`config.mk`:
```
export PLATFORM = sky130hd
export DESIGN_NAME = ieee_c4x_float_converter_unit_flat
export DESIGN_NICKNAME = d
export VERILOG_FILES = /design/src/rtl/core/icfc_pkg.sv /design/src/rtl/core/icfc_if.sv /design/src/rtl/core/ieee_c4x_float_converter_unit.sv /design/src/flat_wrapper.sv
export SDC_FILE = /design/constraint.sdc
export NUM_CORES = 1
export LEC_CHECK = 0
export ABC_AREA = 1
export BUFFER_PORTS_ARGS = -buffer_cell sky130_fd_sc_hd__buf_2
export CAP_MARGIN = 20
export CORE_MARGIN = 2
export CORE_UTILIZATION = 45
export CTS_CLUSTER_SIZE = 10
export DETAILED_ROUTE_END_ITERATION = 16
export GPL_TIMING_DRIVEN = 0
export PLACE_DENSITY = 0.67
export SLEW_MARGIN = 20
export SYNTH_ARGS = -nofsm -noshare
export SYNTH_HDL_FRONTEND = slang
export SYNTH_SLANG_ARGS = --single-unit
```
`constraint.sdc`:
```
create_clock -name clk -period 9.25 [get_ports clk]
set_input_delay 2.775 -clock clk [delete_from_list [all_inputs] [get_ports clk]]
set_output_delay 2.775 -clock clk [all_outputs]
set_load 0.005 [all_outputs]
```
`src/rtl/core/icfc_pkg.sv`:
```
// Package for the IEEE single / DSP float converter.
// Holds field constants, the two conversion functions and a convert dispatcher; no dependencies.
package icfc_pkg;

  localparam int unsigned WordW = 32;
  localparam int unsigned ExpW  = 8;
  localparam int unsigned FracW = 23;

  localparam logic [ExpW-1:0]  ExpIeeeZero = 8'h00;
  localparam logic [ExpW-1:0]  ExpIeeeMax  = 8'hff;
  localparam logic [ExpW-1:0]  ExpBias     = 8'h7f;
  localparam logic [ExpW-1:0]  ExpBiasPow2 = 8'h80;
  localparam logic [ExpW-1:0]  ExpDspZero  = 8'h80;
  localparam logic [ExpW-1:0]  ExpDspTiny  = 8'h81;
  localparam logic [ExpW-1:0]  ExpDspMax   = 8'h7f;
  localparam logic [FracW-1:0] FracAll     = 23'h7fffff;
  localparam logic [FracW-1:0] FracNone    = 23'h000000;

  typedef enum logic {
    DIR_IEEE_TO_DSP = 1'b0,
    DIR_DSP_TO_IEEE = 1'b1
  } dir_t;

  function automatic logic [WordW-1:0] ieee_to_dsp(input logic [WordW-1:0] w);
    logic [ExpW-1:0]  e;
    logic             s;
    logic [FracW-1:0] f;
    logic [ExpW-1:0]  ed;
    logic             sd;
    logic [FracW-1:0] fd;
    e = w[30:23];
    s = w[31];
    f = w[FracW-1:0];
    if (e == ExpIeeeZero) begin
      ed = ExpDspZero; sd = 1'b0; fd = FracNone;
    end else if (e == ExpIeeeMax && s) begin
      ed = ExpDspMax; sd = 1'b1; fd = FracNone;
    end else if (e == ExpIeeeMax) begin
      ed = ExpDspMax; sd = 1'b0; fd = FracAll;
    end else if (!s) begin
      ed = e - ExpBias; sd = 1'b0; fd = f;
    end else if (f != FracNone) begin
      ed = e - ExpBias; sd = 1'b1; fd = FracNone - f;
    end else begin
      ed = e - ExpBiasPow2; sd = 1'b1; fd = FracNone;
    end
    return {ed, sd, fd};
  endfunction

  function automatic logic [WordW-1:0] dsp_to_ieee(input logic [WordW-1:0] w);
    logic [ExpW-1:0]  ed;
    logic             sd;
    logic [FracW-1:0] fd;
    logic [ExpW-1:0]  ei;
    logic             si;
    logic [FracW-1:0] fi;
    ed = w[31:24];
    sd = w[23];
    fd = w[FracW-1:0];
    if (ed == ExpDspZero || ed == ExpDspTiny) begin
      ei = ExpIeeeZero; si = 1'b0; fi = FracNone;
    end else if (ed == ExpDspMax && sd && fd == FracNone) begin
      ei = ExpIeeeMax; si = 1'b1; fi = FracNone;
    end else if (!sd) begin
      ei = ed + ExpBias; si = 1'b0; fi = fd;
    end else if (fd != FracNone) begin
      ei = ed + ExpBias; si = 1'b1; fi = FracNone - fd;
    end else begin
      ei = ed + ExpBiasPow2; si = 1'b1; fi = FracNone;
    end
    return {si, ei, fi};
  endfunction

  function automatic logic [WordW-1:0] convert(input dir_t dir,
                                               input logic [WordW-1:0] w);
    return (dir == DIR_DSP_TO_IEEE) ? dsp_to_ieee(w) : ieee_to_dsp(w);
  endfunction

endpackage

```
`src/rtl/core/icfc_if.sv`:
```
// Valid/ready channel interfaces for the converter: request and result.
// Depends on icfc_pkg for the word width.
interface icfc_req_if;
  import icfc_pkg::*;
  logic             valid;
  logic             ready;
  logic             req_type;
  logic [WordW-1:0] data_word;
  modport source (output valid, output req_type, output data_word, input ready);
  modport sink   (input valid, input req_type, input data_word, output ready);
endinterface

interface icfc_rsp_if;
  import icfc_pkg::*;
  logic             valid;
  logic             ready;
  logic [WordW-1:0] result_word;
  modport source (output valid, output result_word, input ready);
  modport sink   (input valid, input result_word, output ready);
endinterface

```
`src/rtl/core/ieee_c4x_float_converter_unit.sv`:
```
// Top level of the IEEE single / DSP float converter, two register stages.
// Depends on icfc_pkg and the channel interfaces in icfc_if.sv.
//
//   channel  dir  payload                      transfer when
//   req      in   req_type, data_word          req.valid & req.ready
//   rsp      out  result_word                  rsp.valid & rsp.ready
//
// One word per cycle sustained while rsp is ready; a word transferred in is
// held in the input register, then passes through the conversion logic into
// the result register, from which it can transfer out.
// Reset clears both stage valid bits only.
// A stalled rsp holds the result register; req stays ready until both stages
// are full, so one new word is taken while a finished result waits.
module ieee_c4x_float_converter_unit (
  input  logic       clk,
  input  logic       rst,
  icfc_req_if.sink   req,
  icfc_rsp_if.source rsp
);
  import icfc_pkg::*;

  logic             in_valid;
  dir_t             in_dir;
  logic [WordW-1:0] in_word;
  logic             out_valid;
  logic [WordW-1:0] out_word;
  logic             adv_out;
  logic             adv_in;

  assign adv_out   = !out_valid || rsp.ready;
  assign adv_in    = !in_valid || adv_out;
  assign req.ready = adv_in;

  always_ff @(posedge clk) begin
    if (rst) begin
      in_valid <= 1'b0;
    end else if (adv_in) begin
      in_valid <= req.valid;
    end
  end

  always_ff @(posedge clk) begin
    if (adv_in && req.valid) begin
      in_dir  <= dir_t'(req.req_type);
      in_word <= req.data_word;
    end
  end

  always_ff @(posedge clk) begin
    if (rst) begin
      out_valid <= 1'b0;
    end else if (adv_out) begin
      out_valid <= in_valid;
    end
  end

  always_ff @(posedge clk) begin
    if (adv_out && in_valid) begin
      out_word <= convert(in_dir, in_word);
    end
  end

  assign rsp.valid       = out_valid;
  assign rsp.result_word = out_word;

`ifndef SYNTHESIS
  a_ready_only_low_when_full: assert property (@(posedge clk) disable iff (rst)
    !req.ready |-> in_valid && out_valid && !rsp.ready)
    else $error("req stalled while a stage is free");

  a_result_matches_stage: assert property (@(posedge clk) disable iff (rst)
    adv_out && in_valid |=> out_valid && out_word == convert($past(in_dir), $past(in_word)))
    else $error("result register does not hold the converted word");

  a_no_positive_inf: assert property (@(posedge clk) disable iff (rst)
    adv_out && in_valid && in_dir == DIR_DSP_TO_IEEE
    |=> !(out_word[31] == 1'b0 && out_word[30:23] == ExpIeeeMax))
    else $error("DSP to IEEE produced positive infinity or NaN");

  a_empty_after_reset: assert property (@(posedge clk)
    rst |=> !out_valid && !in_valid)
    else $error("stage valid set after reset");
`endif

endmodule
```
`src/flat_wrapper.sv`:
```
// flat-port wrapper written by rule: the top's interface ports become plain ports
module ieee_c4x_float_converter_unit_flat import icfc_pkg::*;
  (clk, rst, req_valid, req_req_type, req_data_word, req_ready, rsp_valid, rsp_result_word, rsp_ready);
  icfc_req_if req_i ();
  icfc_rsp_if rsp_i ();
  input  logic clk;
  input  logic rst;
  input wire logic [$bits(req_i.valid)-1:0] req_valid;
  input wire logic [$bits(req_i.req_type)-1:0] req_req_type;
  input wire logic [$bits(req_i.data_word)-1:0] req_data_word;
  output wire logic [$bits(req_i.ready)-1:0] req_ready;
  output wire logic [$bits(rsp_i.valid)-1:0] rsp_valid;
  output wire logic [$bits(rsp_i.result_word)-1:0] rsp_result_word;
  input wire logic [$bits(rsp_i.ready)-1:0] rsp_ready;
  assign req_i.valid = req_valid;
  assign req_i.req_type = req_req_type;
  assign req_i.data_word = req_data_word;
  assign req_ready = req_i.ready;
  assign rsp_valid = rsp_i.valid;
  assign rsp_result_word = rsp_i.result_word;
  assign rsp_i.ready = rsp_ready;
  ieee_c4x_float_converter_unit u_core (.clk(clk), .rst(rst), .req(req_i), .rsp(rsp_i));
endmodule
```
==> results.py <==
metrics = {
    "finish": {
        "antenna_cells": 0,
        "drive_gt1_share_pct": 18.6,
        "fillCellCount": 944,
        "final_common_cell": "nand2_1",
        "most-common-layout-cells": "230 x nand2_1, 82 x buf_2, 65 x edfxtp_1",
        "nets": 701,
        "fin_area_sq_um": 5200,
        "syn2layout_area_growth_pct": 18.1,
    },
    "drt": {
        "drt-initial-drc-count": 422,
        "first_pass_iters": 6,
        "wl_per_cell_um": 14.5,
        "wirelength_um": 11600,
        "drc": 0,
        "via_per_inst": 5.37,
        "vias": 4271,
        "ant_nets": 0,
    },
    "floorplan": {
        "fp.coreArea_sq_um": 9640,
        "dieArea_sq_um": 10600,
        "io_pins": 71,
        "std_cell_rows": 36,
        "die_width_um": 103,
        "start_util_pct": 45.7,
        "fp.dieH_um": 103,
    },
    "setup_path": {
        "r2r_cells": 10,
        "crit_path_max_incr_delay_ns": 0.15,
        "cp_max_fo": 3,
        "crit_top_cell": "buf_2",
        "cp_num_cells": 4,
        "critPathTopFamily": "buffers and inverters",
        "worstPathArrival_ns": 3.26,
        "rr_startpoint": "u_core.in_word[23]",
        "startpoint": "rsp_ready",
        "cp_cell_sequence": "buf_2 > inv_1 > nand3_1 > buf_2",
        "end_kind": "output pin",
        "reg2reg_slack_ns": 6.54,
        "required_ns": 6.48,
        "path_buf_inv": 3,
        "startpoint_type": "input port",
        "crit_slowest_cell": "buf_2",
        "worst-setup-path-type": "in -> out",
    },
    "global_routing": {
        "antenna_found_initial": 0,
        "track_usage_pct": 22.4,
        "grt_use_met2_pct": 31.7,
        "grt_overflow": 0,
        "met3_usage_pct": 3.80,
        "grt_pass1_vias": 3712,
        "global_route.usage.met1_pct": 34.2,
        "grt_max_degree": 34,
        "grt.busiest_layer": "met1",
        "grt_pass1_wl_um": 18300,
    },
    "power_and_ir_drop": {
        "p_sw_uw": 202,
        "ir_drop_mv": 0.0926,
        "power.density_nw_per_um2": 150,
        "power_frac_comb_pct": 15.2,
        "p_int_uw": 578,
        "clkPwrFrac_pct": 37.3,
        "pwr-share-seq_pct": 47.5,
        "swShare_pct": 25.9,
        "leakagePower_uw": 0.00239,
    },
    "job": {
        "maxCapViolations": 0,
    },
    "timing": {
        "maxSlewViolCount": 0,
        "finalSetupViolations": 0,
        "fin_crit_ns": 6.04,
        "fmax_mhz": 166,
        "fin_tns_setup_ns": 0,
        "skew_ns": 0.0142,
        "fin_crit_sh_pct": 65.3,
        "hold_viol_final": 0,
        "worst_pin_slew_ns": 0.624,
        "slew_headroom_pct": 58.3,
        "grt_setup_unrepaired": "no",
    },
    "clock_network": {
        "post-cts-setup-buffer-count": 0,
        "cts_tree": "done",
        "ctsHoldBuffers": 0,
        "clockBufferDepth": 2,
        "htree_levels": 3,
        "ctsResizeCount": 0,
        "insertion_delay_ns": 0.34,
        "cts_root_buf": "clkbuf_8",
        "cts_made_buffers": 9,
        "clock_sinks": 67,
        "path_clk_slew_ns": 0.06,
    },
    "synthesis": {
        "synth.distinct_cells": 32,
        "synth_flop_cell": "edfxtp_1",
        "syn_nets": 619,
        "yosysWarnings": 0,
        "ys_ff_latch": 67,
        "synth_cells": 576,
        "synthArstFlopShare_pct": 0,
        "syn_avg_cell_area_sq_um": 7.65,
        "yosysSeqAreaShare_pct": 45.2,
        "synth-edff-count": 65,
        "syn_area_sq_um": 4410,
    },
    "worst_hold_path": {
        "hp-start": "u_core.rsp.valid",
        "hold_depth": 2,
        "hp-class": "reg -> reg",
    },
    "placed_design": {
        "io_buffers": 70,
        "placed_area_sq_um": 4960,
        "place_hpwl_um": 8630,
        "gp_congestion": 1.00,
    },
    "status": {
        "status": "complete, no violations",
    },
}
==> final cells by class <==
type | count | area [sq um] | area share (%)
Clock buffer | 9 | 124 | 2.38
Tap cell | 133 | 166 | 3.20
Inverter | 45 | 169 | 3.25
Clock inverter | 7 | 116 | 2.24
Buffer | 25 | 135 | 2.60
Multi-Input combinational cell | 439 | 2120 | 40.8
Sequential cell | 67 | 1990 | 38.3
Timing Repair Buffer | 71 | 378 | 7.26
==> kinds of logic (layout without fill, tap and decap cells) <==
group / Yosys count / count (layout) / synth area share, %
DFF: 67 / 67 / 45.2
buffers and inverters: 70 / 157 / 6.90
and+or+nand+nor: 346 / 346 / 33.5
AOI/OAI and AO/OA: 71 / 71 / 9.46
xor gates and xnor gates: 16 / 16 / 3.18
adders and majority gates: 6 / 6 / 1.70
==> worst reg2reg max path, cell delays in order (launching register included) <==
cell and delay, ns:
edfxtp_1 0.36, buf_2 0.23, clkinv_1 0.36, clkbuf_1 0.38
ha_1 0.30, nand3b_1 0.08, nand2_1 0.10, a21oi_2 0.25
buf_2 0.30, nand2_1 0.09, nand2_1 0.12
==> registers in the layout, indices dropped and copies added (netlist names) <==
register and count:
u_core.in_valid 1, u_core.in_word 32, u_core.in_dir 1, u_core.rsp.valid 1, u_core.rsp.result_word 32
==> routing by layer <==
layer,part of all wire (%),up-vias
met4,1.9,0
li1,-,2069
met1,45,1888
met2,42,283
met3,11,31
met5,0,-
==> through the flow <==
stage	setup WS, ns	instances	power, uW	utilization (%)	hold WS, ns
after floorplan	3.53	576	450	-	0.445
after CTS	3.22	796	784	54.0	0.532
after detailed placement	3.23	780	493	51.5	0.521
after global routing	3.16	796	817	54.0	0.558
after global placement	3.29	779	489	51.1	0.452
final	3.21	796	780	54.0	0.528
==> path summary, 6_finish.rpt <==
| check | endpoint |
|---|---|
| setup / recovery | req_ready |
| setup reg to reg | u_core.rsp.result_word[3] |
| hold reg to reg | u_core.rsp.valid |
| hold / removal | u_core.rsp.valid |
==> power groups by stage <==
stage / Sequential, uW / Clock (uW) / Combinational, uW
after floorplan: 374 / 0 / 75.8
after global placement: 377 / 0 / 112
after detailed placement: 377 / 0 / 116
after CTS: 370 / 297 / 117
after global routing: 372 / 311 / 133
final: 370 / 291 / 119
==> synthesized netlist by cell type (2+ instances only) <==
cell / instances / area (sq um)
nand2_1: 230 / 863
edfxtp_1: 65 / 1950
nand3_1: 46 / 230
inv_1: 43 / 161
nor2_1: 41 / 154
a21oi_1: 30 / 150
o21ai_0: 21 / 105
xor2_1: 15 / 131
nand4_1: 13 / 81.3
buf_2: 12 / 60.1
o211ai_1: 10 / 75.1
clkbuf_1: 7 / 26.3
ha_1: 6 / 75.1
nor2_2: 4 / 25.0
nor2_4: 4 / 45.0
o21ai_1: 4 / 20.0
buf_6: 3 / 33.8
nand2_2: 3 / 18.8
nand3b_1: 3 / 22.5
buf_1: 2 / 7.51
dfxtp_1: 2 / 40.0
o211ai_2: 2 / 25.0
No activity file was read; power rests on OpenSTA's default activity.
